File: src/rtl/core/tsd_pkg.sv
// Package: payload types, constants, S-box functions and GF helpers
package tsd_pkg;

    localparam int PacketBytes = 188;

    typedef struct packed {
        logic [7:0] data_byte;
        logic       packet_start;
    } in_item_t;

    typedef struct packed {
        logic [7:0] out_byte;
        logic       out_packet_start;
        logic       run_last;
        logic       bad_offset;
    } out_item_t;

    typedef enum logic [2:0] {
        ST_IDLE,
        ST_FLUSH,
        ST_CLEAR,
        ST_KEYEXP,
        ST_ROUND,
        ST_DRAIN
    } tsd_state_t;

    typedef enum logic [0:0] {
        REG_KEY_HIGH = 1'b0,
        REG_KEY_LOW  = 1'b1
    } reg_index_t;

    // control between sequencer and AES unit
    typedef struct packed {
        logic start;
        logic keyexp;
    } aes_ctrl_t;

    function automatic logic [7:0] sbox(input logic [7:0] v);
        logic [7:0] r;
        unique case (v)
            8'h00: r=8'h63; 8'h01: r=8'h7c; 8'h02: r=8'h77; 8'h03: r=8'h7b;
            8'h04: r=8'hf2; 8'h05: r=8'h6b; 8'h06: r=8'h6f; 8'h07: r=8'hc5;
            8'h08: r=8'h30; 8'h09: r=8'h01; 8'h0a: r=8'h67; 8'h0b: r=8'h2b;
            8'h0c: r=8'hfe; 8'h0d: r=8'hd7; 8'h0e: r=8'hab; 8'h0f: r=8'h76;
            8'h10: r=8'hca; 8'h11: r=8'h82; 8'h12: r=8'hc9; 8'h13: r=8'h7d;
            8'h14: r=8'hfa; 8'h15: r=8'h59; 8'h16: r=8'h47; 8'h17: r=8'hf0;
            8'h18: r=8'had; 8'h19: r=8'hd4; 8'h1a: r=8'ha2; 8'h1b: r=8'haf;
            8'h1c: r=8'h9c; 8'h1d: r=8'ha4; 8'h1e: r=8'h72; 8'h1f: r=8'hc0;
            8'h20: r=8'hb7; 8'h21: r=8'hfd; 8'h22: r=8'h93; 8'h23: r=8'h26;
            8'h24: r=8'h36; 8'h25: r=8'h3f; 8'h26: r=8'hf7; 8'h27: r=8'hcc;
            8'h28: r=8'h34; 8'h29: r=8'ha5; 8'h2a: r=8'he5; 8'h2b: r=8'hf1;
            8'h2c: r=8'h71; 8'h2d: r=8'hd8; 8'h2e: r=8'h31; 8'h2f: r=8'h15;
            8'h30: r=8'h04; 8'h31: r=8'hc7; 8'h32: r=8'h23; 8'h33: r=8'hc3;
            8'h34: r=8'h18; 8'h35: r=8'h96; 8'h36: r=8'h05; 8'h37: r=8'h9a;
            8'h38: r=8'h07; 8'h39: r=8'h12; 8'h3a: r=8'h80; 8'h3b: r=8'he2;
            8'h3c: r=8'heb; 8'h3d: r=8'h27; 8'h3e: r=8'hb2; 8'h3f: r=8'h75;
            8'h40: r=8'h09; 8'h41: r=8'h83; 8'h42: r=8'h2c; 8'h43: r=8'h1a;
            8'h44: r=8'h1b; 8'h45: r=8'h6e; 8'h46: r=8'h5a; 8'h47: r=8'ha0;
            8'h48: r=8'h52; 8'h49: r=8'h3b; 8'h4a: r=8'hd6; 8'h4b: r=8'hb3;
            8'h4c: r=8'h29; 8'h4d: r=8'he3; 8'h4e: r=8'h2f; 8'h4f: r=8'h84;
            8'h50: r=8'h53; 8'h51: r=8'hd1; 8'h52: r=8'h00; 8'h53: r=8'hed;
            8'h54: r=8'h20; 8'h55: r=8'hfc; 8'h56: r=8'hb1; 8'h57: r=8'h5b;
            8'h58: r=8'h6a; 8'h59: r=8'hcb; 8'h5a: r=8'hbe; 8'h5b: r=8'h39;
            8'h5c: r=8'h4a; 8'h5d: r=8'h4c; 8'h5e: r=8'h58; 8'h5f: r=8'hcf;
            8'h60: r=8'hd0; 8'h61: r=8'hef; 8'h62: r=8'haa; 8'h63: r=8'hfb;
            8'h64: r=8'h43; 8'h65: r=8'h4d; 8'h66: r=8'h33; 8'h67: r=8'h85;
            8'h68: r=8'h45; 8'h69: r=8'hf9; 8'h6a: r=8'h02; 8'h6b: r=8'h7f;
            8'h6c: r=8'h50; 8'h6d: r=8'h3c; 8'h6e: r=8'h9f; 8'h6f: r=8'ha8;
            8'h70: r=8'h51; 8'h71: r=8'ha3; 8'h72: r=8'h40; 8'h73: r=8'h8f;
            8'h74: r=8'h92; 8'h75: r=8'h9d; 8'h76: r=8'h38; 8'h77: r=8'hf5;
            8'h78: r=8'hbc; 8'h79: r=8'hb6; 8'h7a: r=8'hda; 8'h7b: r=8'h21;
            8'h7c: r=8'h10; 8'h7d: r=8'hff; 8'h7e: r=8'hf3; 8'h7f: r=8'hd2;
            8'h80: r=8'hcd; 8'h81: r=8'h0c; 8'h82: r=8'h13; 8'h83: r=8'hec;
            8'h84: r=8'h5f; 8'h85: r=8'h97; 8'h86: r=8'h44; 8'h87: r=8'h17;
            8'h88: r=8'hc4; 8'h89: r=8'ha7; 8'h8a: r=8'h7e; 8'h8b: r=8'h3d;
            8'h8c: r=8'h64; 8'h8d: r=8'h5d; 8'h8e: r=8'h19; 8'h8f: r=8'h73;
            8'h90: r=8'h60; 8'h91: r=8'h81; 8'h92: r=8'h4f; 8'h93: r=8'hdc;
            8'h94: r=8'h22; 8'h95: r=8'h2a; 8'h96: r=8'h90; 8'h97: r=8'h88;
            8'h98: r=8'h46; 8'h99: r=8'hee; 8'h9a: r=8'hb8; 8'h9b: r=8'h14;
            8'h9c: r=8'hde; 8'h9d: r=8'h5e; 8'h9e: r=8'h0b; 8'h9f: r=8'hdb;
            8'ha0: r=8'he0; 8'ha1: r=8'h32; 8'ha2: r=8'h3a; 8'ha3: r=8'h0a;
            8'ha4: r=8'h49; 8'ha5: r=8'h06; 8'ha6: r=8'h24; 8'ha7: r=8'h5c;
            8'ha8: r=8'hc2; 8'ha9: r=8'hd3; 8'haa: r=8'hac; 8'hab: r=8'h62;
            8'hac: r=8'h91; 8'had: r=8'h95; 8'hae: r=8'he4; 8'haf: r=8'h79;
            8'hb0: r=8'he7; 8'hb1: r=8'hc8; 8'hb2: r=8'h37; 8'hb3: r=8'h6d;
            8'hb4: r=8'h8d; 8'hb5: r=8'hd5; 8'hb6: r=8'h4e; 8'hb7: r=8'ha9;
            8'hb8: r=8'h6c; 8'hb9: r=8'h56; 8'hba: r=8'hf4; 8'hbb: r=8'hea;
            8'hbc: r=8'h65; 8'hbd: r=8'h7a; 8'hbe: r=8'hae; 8'hbf: r=8'h08;
            8'hc0: r=8'hba; 8'hc1: r=8'h78; 8'hc2: r=8'h25; 8'hc3: r=8'h2e;
            8'hc4: r=8'h1c; 8'hc5: r=8'ha6; 8'hc6: r=8'hb4; 8'hc7: r=8'hc6;
            8'hc8: r=8'he8; 8'hc9: r=8'hdd; 8'hca: r=8'h74; 8'hcb: r=8'h1f;
            8'hcc: r=8'h4b; 8'hcd: r=8'hbd; 8'hce: r=8'h8b; 8'hcf: r=8'h8a;
            8'hd0: r=8'h70; 8'hd1: r=8'h3e; 8'hd2: r=8'hb5; 8'hd3: r=8'h66;
            8'hd4: r=8'h48; 8'hd5: r=8'h03; 8'hd6: r=8'hf6; 8'hd7: r=8'h0e;
            8'hd8: r=8'h61; 8'hd9: r=8'h35; 8'hda: r=8'h57; 8'hdb: r=8'hb9;
            8'hdc: r=8'h86; 8'hdd: r=8'hc1; 8'hde: r=8'h1d; 8'hdf: r=8'h9e;
            8'he0: r=8'he1; 8'he1: r=8'hf8; 8'he2: r=8'h98; 8'he3: r=8'h11;
            8'he4: r=8'h69; 8'he5: r=8'hd9; 8'he6: r=8'h8e; 8'he7: r=8'h94;
            8'he8: r=8'h9b; 8'he9: r=8'h1e; 8'hea: r=8'h87; 8'heb: r=8'he9;
            8'hec: r=8'hce; 8'hed: r=8'h55; 8'hee: r=8'h28; 8'hef: r=8'hdf;
            8'hf0: r=8'h8c; 8'hf1: r=8'ha1; 8'hf2: r=8'h89; 8'hf3: r=8'h0d;
            8'hf4: r=8'hbf; 8'hf5: r=8'he6; 8'hf6: r=8'h42; 8'hf7: r=8'h68;
            8'hf8: r=8'h41; 8'hf9: r=8'h99; 8'hfa: r=8'h2d; 8'hfb: r=8'h0f;
            8'hfc: r=8'hb0; 8'hfd: r=8'h54; 8'hfe: r=8'hbb; 8'hff: r=8'h16;
            default: r = 8'h00;
        endcase
        return r;
    endfunction

    // GF helpers; inverse S-box by search over the forward S-box table
    function automatic logic [7:0] xt(input logic [7:0] v);
        return {v[6:0], 1'b0} ^ (v[7] ? 8'h1b : 8'h00);
    endfunction

    function automatic logic [7:0] gmul(input logic [7:0] a, input logic [7:0] b);
        logic [7:0] acc;
        logic [7:0] x;
        acc = 8'h00;
        x = a;
        for (int i = 0; i < 8; i++)
        begin
            if (b[i])
                acc = acc ^ x;
            x = xt(x);
        end
        return acc;
    endfunction

    function automatic logic [7:0] inv_sbox(input logic [7:0] v);
        logic [7:0] r;
        r = 8'h00;
        for (int k = 0; k < 256; k++)
        begin
            if (sbox(k[7:0]) == v)
                r = k[7:0];
        end
        return r;
    endfunction

endpackage

File: src/rtl/core/tsd_parser.sv
// Packet header parser and byte classifier
module tsd_parser
(
    input  logic       clk,
    input  logic       rst_n,
    input  logic       step,
    input  logic [7:0] data_byte,
    input  logic       packet_start,
    output logic [7:0] mod_byte,
    output logic       first_byte,
    output logic       in_block,
    output logic       overrun
);

    logic [7:0] pos_reg, pos_next;
    logic [7:0] off_reg, off_next;
    logic [1:0] mode_reg, mode_next;
    logic       ovr_reg, ovr_next;
    logic       afp_reg, afp_next;
    logic [7:0] p;
    logic [8:0] off9;
    logic [7:0] endp;
    logic [7:0] rem;

    always_comb
    begin
        p        = packet_start ? 8'd0 : pos_reg;
        pos_next = pos_reg;
        off_next = off_reg;
        mode_next = mode_reg;
        ovr_next = ovr_reg;
        afp_next = afp_reg;
        mod_byte = data_byte;
        in_block = 1'b0;
        off9     = 9'd5 + {1'b0, data_byte};
        if (p == 8'd0)
        begin
            mode_next = 2'd0;
            off_next  = 8'd4;
            ovr_next  = 1'b0;
            afp_next  = 1'b0;
        end
        if (p < 8'(tsd_pkg::PacketBytes))
        begin
            if (p == 8'd3)
            begin
                mode_next = data_byte[7:6];
                afp_next  = data_byte[7] && data_byte[5];
                if (data_byte[7:6] != 2'd0)
                    mod_byte = data_byte & 8'h3f;
            end
            else if (p == 8'd4 && afp_next)
            begin
                if (off9 > 9'(tsd_pkg::PacketBytes))
                begin
                    off_next = 8'(tsd_pkg::PacketBytes);
                    ovr_next = 1'b1;
                end
                else
                    off_next = off9[7:0];
                afp_next = 1'b0;
            end
            rem  = 8'(tsd_pkg::PacketBytes) - off_next;
            endp = off_next + {rem[7:4], 4'd0};
            in_block = (mode_next != 2'd0) && (p >= 8'd4) && !afp_next
                       && (p >= off_next) && (p < endp);
            pos_next = p + 8'd1;
        end
        else
        begin
            rem  = 8'd0;
            endp = 8'd0;
        end
    end

    assign first_byte = (p == 8'd0);
    assign overrun    = ovr_next;

    always_ff @(posedge clk or negedge rst_n)
    begin
        if (!rst_n)
        begin
            pos_reg  <= 8'd0;
            off_reg  <= 8'd4;
            mode_reg <= 2'd0;
            ovr_reg  <= 1'b0;
            afp_reg  <= 1'b0;
        end
        else if (step)
        begin
            pos_reg  <= pos_next;
            off_reg  <= off_next;
            mode_reg <= mode_next;
            ovr_reg  <= ovr_next;
            afp_reg  <= afp_next;
        end
    end

endmodule

File: config.mk
export PLATFORM = sky130hd
export DESIGN_NAME = tsd_parser
export DESIGN_NICKNAME = d
export VERILOG_FILES = /design/src/rtl/core/tsd_pkg.sv /design/src/rtl/core/tsd_parser.sv
export SDC_FILE = /design/constraint.sdc
export NUM_CORES = 1
export LEC_CHECK = 0
export BUFFER_PORTS_ARGS = -buffer_cell sky130_fd_sc_hd__buf_2
export CAP_MARGIN = 5
export CELL_PAD_IN_SITES_DETAIL_PLACEMENT = 2
export CELL_PAD_IN_SITES_GLOBAL_PLACEMENT = 2
export CORE_MARGIN = 1
export CORE_UTILIZATION = 35
export CTS_CLUSTER_SIZE = 30
export DETAILED_ROUTE_END_ITERATION = 10
export PLACE_DENSITY_LB_ADDON = 0.1
export SLEW_MARGIN = 10
export SYNTH_ARGS = -nofsm -noshare
export SYNTH_HDL_FRONTEND = slang
export SYNTH_SLANG_ARGS = --single-unit
File: constraint.sdc
create_clock -name clk -period 6.7 [get_ports clk]
set_input_delay 0.67 -clock clk [delete_from_list [all_inputs] [get_ports clk]]
set_output_delay 0.67 -clock clk [all_outputs]
set_load 0.02 [all_outputs]
==> key figures <==
GRT
  – Grt ovf: 0
  – Vias in the first global route: 1830
  – First-pass GRT wire length: just over 10000 um
  – Largest net degree at the start of global routing: 21
  – GRT Util Overall: 0.2222
  – Initial antenna violation count: 0

Critical path
  – Crit path DAT: roughly 5.4 ns
  – CP Class: in -> out
  – Worst path required time: ~6 ns
  – CP max FO: 14
  – CP Launch Type: input port
  – CP Capture Type: output port

Synthesis
  – Number of flops mapped to enable cells by yosys: 0
  – Compound-Gate Fraction of Synth Area: 0.2867
  – Largest cells by area after synthesis: dfrtp_1 25%, ha_1 9.7%, o21ai_0 5.2%
  – Synth warn: 0
  – Post-synth top area cell: dfrtp_1
  – Main combinational cell family by area after synthesis: compound AO/OA/AOI/OAI gates
  – Post-synth top cells: 26 x nand2_1, 20 x o21ai_0, 19 x dfrtp_1
  – Predominant post-synthesis flop cell: dfrtp_1
  – Top cell type's share of synthesized area: 0.2460
  – Adder-cell share of the synthesized area: 0.09709
  – Yosys cell types: 62
  – Synthesized instance count: 228
  – Area fraction in and, or, nand and nor cells after synthesis: 0.2388
  – Mapped cell area: 0.001933 mm^2
  – Synth Register Bits: 20
  – XOR/XNOR Fraction of Synth Area: 0.03625
  – Synth async-reset ratio: 1.000
  – Top-count cell post-synth: nand2_1
  – Syn Area/Cell: 8.479 um^2
  – Mux contribution to synthesized area: 0.01618
  – Post-synth net total: 255
  – Sequential share of the synthesized area: 0.2595

Floorplan
  – Die span in y: 76.32 um
  – Die width: between 70 and 80 um
  – Die ar.: roughly 0.0058 mm^2
  – # rows: 26
  – I/O pins: 23
  – Initial core utilization: 0.3714
  – Core footprint: between 0.005 and 0.006 mm^2

Clocking
  – Clk_lat worst skew: 0.27 ns
  – # hold bufs at CTS: 0
  – Post_cts resized: 0
  – Clk buf depth: 2
  – H-tree Lvls: 1
  – CTS tree: built
  – Clock Pin Slew Worst Setup and Hold Paths: 0.09 ns
  – TritonCTS Sinks: 20
  – Setup Buffers After CTS: 0
  – CTS root buf: clkbuf_8
  – Inserted Clock Buffers: 3

STA
  – Slew Limit Fails: 0
  – Period utilization: 0.9040
  – Hold Violations, Final: 0
  – Setup TNS: 0 ns
  – Setup Skew: 0.01452 ns
  – Fmax: 165.1 MHz
  – RSZ-0062 raised after global routing: false
  – Tmin final: just over 6 ns
  – Rel. slew slack: 0.5499
  – Setup violators final: 0
  – Worst slew pin tran: 0.6581 ns

Pwr
  – PwrDens: 158.3 mW/mm^2
  – Worst VDD drop: roughly 0.063 mV
  – Leakage: 0.0009043 uW
  – Power Total: 333.8 uW

Routing
  – Final ANT Viol Nets: 0
  – Via density: ~5.7
  – Detailed Routing Iterations Pass 1: 4
  – Remaining DRCs: 0
  – Highest Signal Layer: met4
  – Routed length per instance: 19.61 um
  – Vias: 1770
  – WL final: ~6100 um
  – First DRT Iteration DRCs: 82
  – Detail Route met2 WL: about 2700 um
  – DR WL met3: 203 um
  – DRT met1 WL: 3150 um

Outcome
  – Status: complete, no violations

Final layout
  – Final nets: 269
  – Fraction of layout cells with a size suffix above 1: 0.1867
  – Synth-to-Final Area Change: 9.061%
  – # diodes: 0
  – Number of fillers in the final layout: just over 600

Hold path
  – Hold Crit Class: in -> async

Placed design
  – Final RePlAce weighted congestion: 0.8164
  – Port Buffers: 22
  – Dpl hpwl: 4900 um

Run
  – Maxcap violations: 0
==> path summary, 6_finish.rpt <==
kind	startpoint	to	slack, ns	depth (start not counted)
worst min-delay path	rst_n	mode_reg[0]	0.35	1
min in group clk	mode_reg[1]	mode_reg[1]	0.51	1
worst max register to register	pos_reg[0]	off_reg[5]	4.24	8
max in group asynchronous	rst_n	off_reg[2]	5.97	1
worst min register to register	mode_reg[1]	mode_reg[1]	0.51	1
worst max-delay path	packet_start	in_block	0.64	18
==> where the power goes <==
part | internal, uW | switching, uW | total [uW] | leakage, uW
clock | 52.5 | 47.3 | 99.8 | 0.0000288
combinational | 33.3 | 63.3 | 96.6 | 0.000606
sequential | 126 | 11.7 | 137 | 0.000270
==> stage by stage <==
stage / utilization / worst slack, ns / instance area, um^2 / hold WS [ns] / cells
after floorplan: - / 1.436 / 1933 / 0.3744 / 228
after global placement: 0.3945 / 1.009 / 2053 / 0.4794 / 307
after detailed placement: 0.3945 / 0.7986 / 2053 / 0.4905 / 307
after CTS: 0.4050 / 0.7567 / 2108 / 0.3716 / 311
after global routing: 0.4050 / 0.4422 / 2108 / 0.3931 / 311
final: 0.4050 / 0.6434 / 2108 / 0.3498 / 311
==> logic make-up (layout without fill, tap and decap cells) <==
group / Yosys count / in the layout
AO/OA/AOI/OAI: 72 / 72
XOR/XNOR: 8 / 8
adder cells (fa/ha/maj): 15 / 15
buffers and inverters: 24 / 37
flip-flops: 20 / 20
multiplexers: 3 / 3
other: 1 / 1
AND/OR/NAND/NOR: 85 / 85
==> worst max-delay path: stages <==
cell	delay (ns)
buf_2	0.23
inv_1	0.16
nand2_1	0.12
ha_1	0.30
nor2b_1	0.22
and4_1	0.47
o2111ai_1	0.29
a211oi_4	0.38
ha_1	0.33
xnor2_1	0.21
xnor2_1	0.15
ha_1	0.26
a21o_1	0.16
a21o_1	0.17
a2111oi_0	0.63
nand4_1	0.15
nor3_1	0.26
buf_2	0.20
==> cell type report <==
class	instances	area [um^2]	area share
Clock buffer	4	55.05	0.02611
Inverter	10	37.54	0.01780
Multi-Input combinational cell	184	1309	0.6208
Sequential cell	20	501.7	0.2380
Tap cell	70	87.58	0.04154
Timing Repair Buffer	23	117.6	0.05579
==> per-layer routing <==
metal	up-vias	GRT usage
met5	-	0
met4	0	0.02885
met3	2	0.02874
met2	29	0.3477
met1	876	0.3309
li1	863	-
==> placed cells by master (no fill, tap or decap), types with 2 or more instances in the layout <==
master,Yosys,final
o21ai_0,20,20
a22oi_1,2,2
and3_1,2,2
nand3_1,7,7
nand4_1,5,5
clkbuf_8,0,4
nor2_1,13,13
inv_1,9,9
a2bb2oi_1,2,2
nor2b_1,8,8
a21o_1,3,3
nor3_1,8,8
o2bb2ai_1,2,2
ha_1,15,15
mux2i_1,2,2
buf_2,2,22
xor2_1,3,3
nand2_1,26,26
a32o_1,6,6
o22ai_1,3,3
dfrtp_1,19,19
o2111ai_1,2,2
nand2b_1,3,3
and2_1,2,2
a21oi_2,3,3
xnor2_1,5,5
a31oi_1,4,4
a21oi_1,7,7
a211oi_1,2,2
nor3b_1,2,2
No activity file was read; power rests on OpenSTA's default activity.
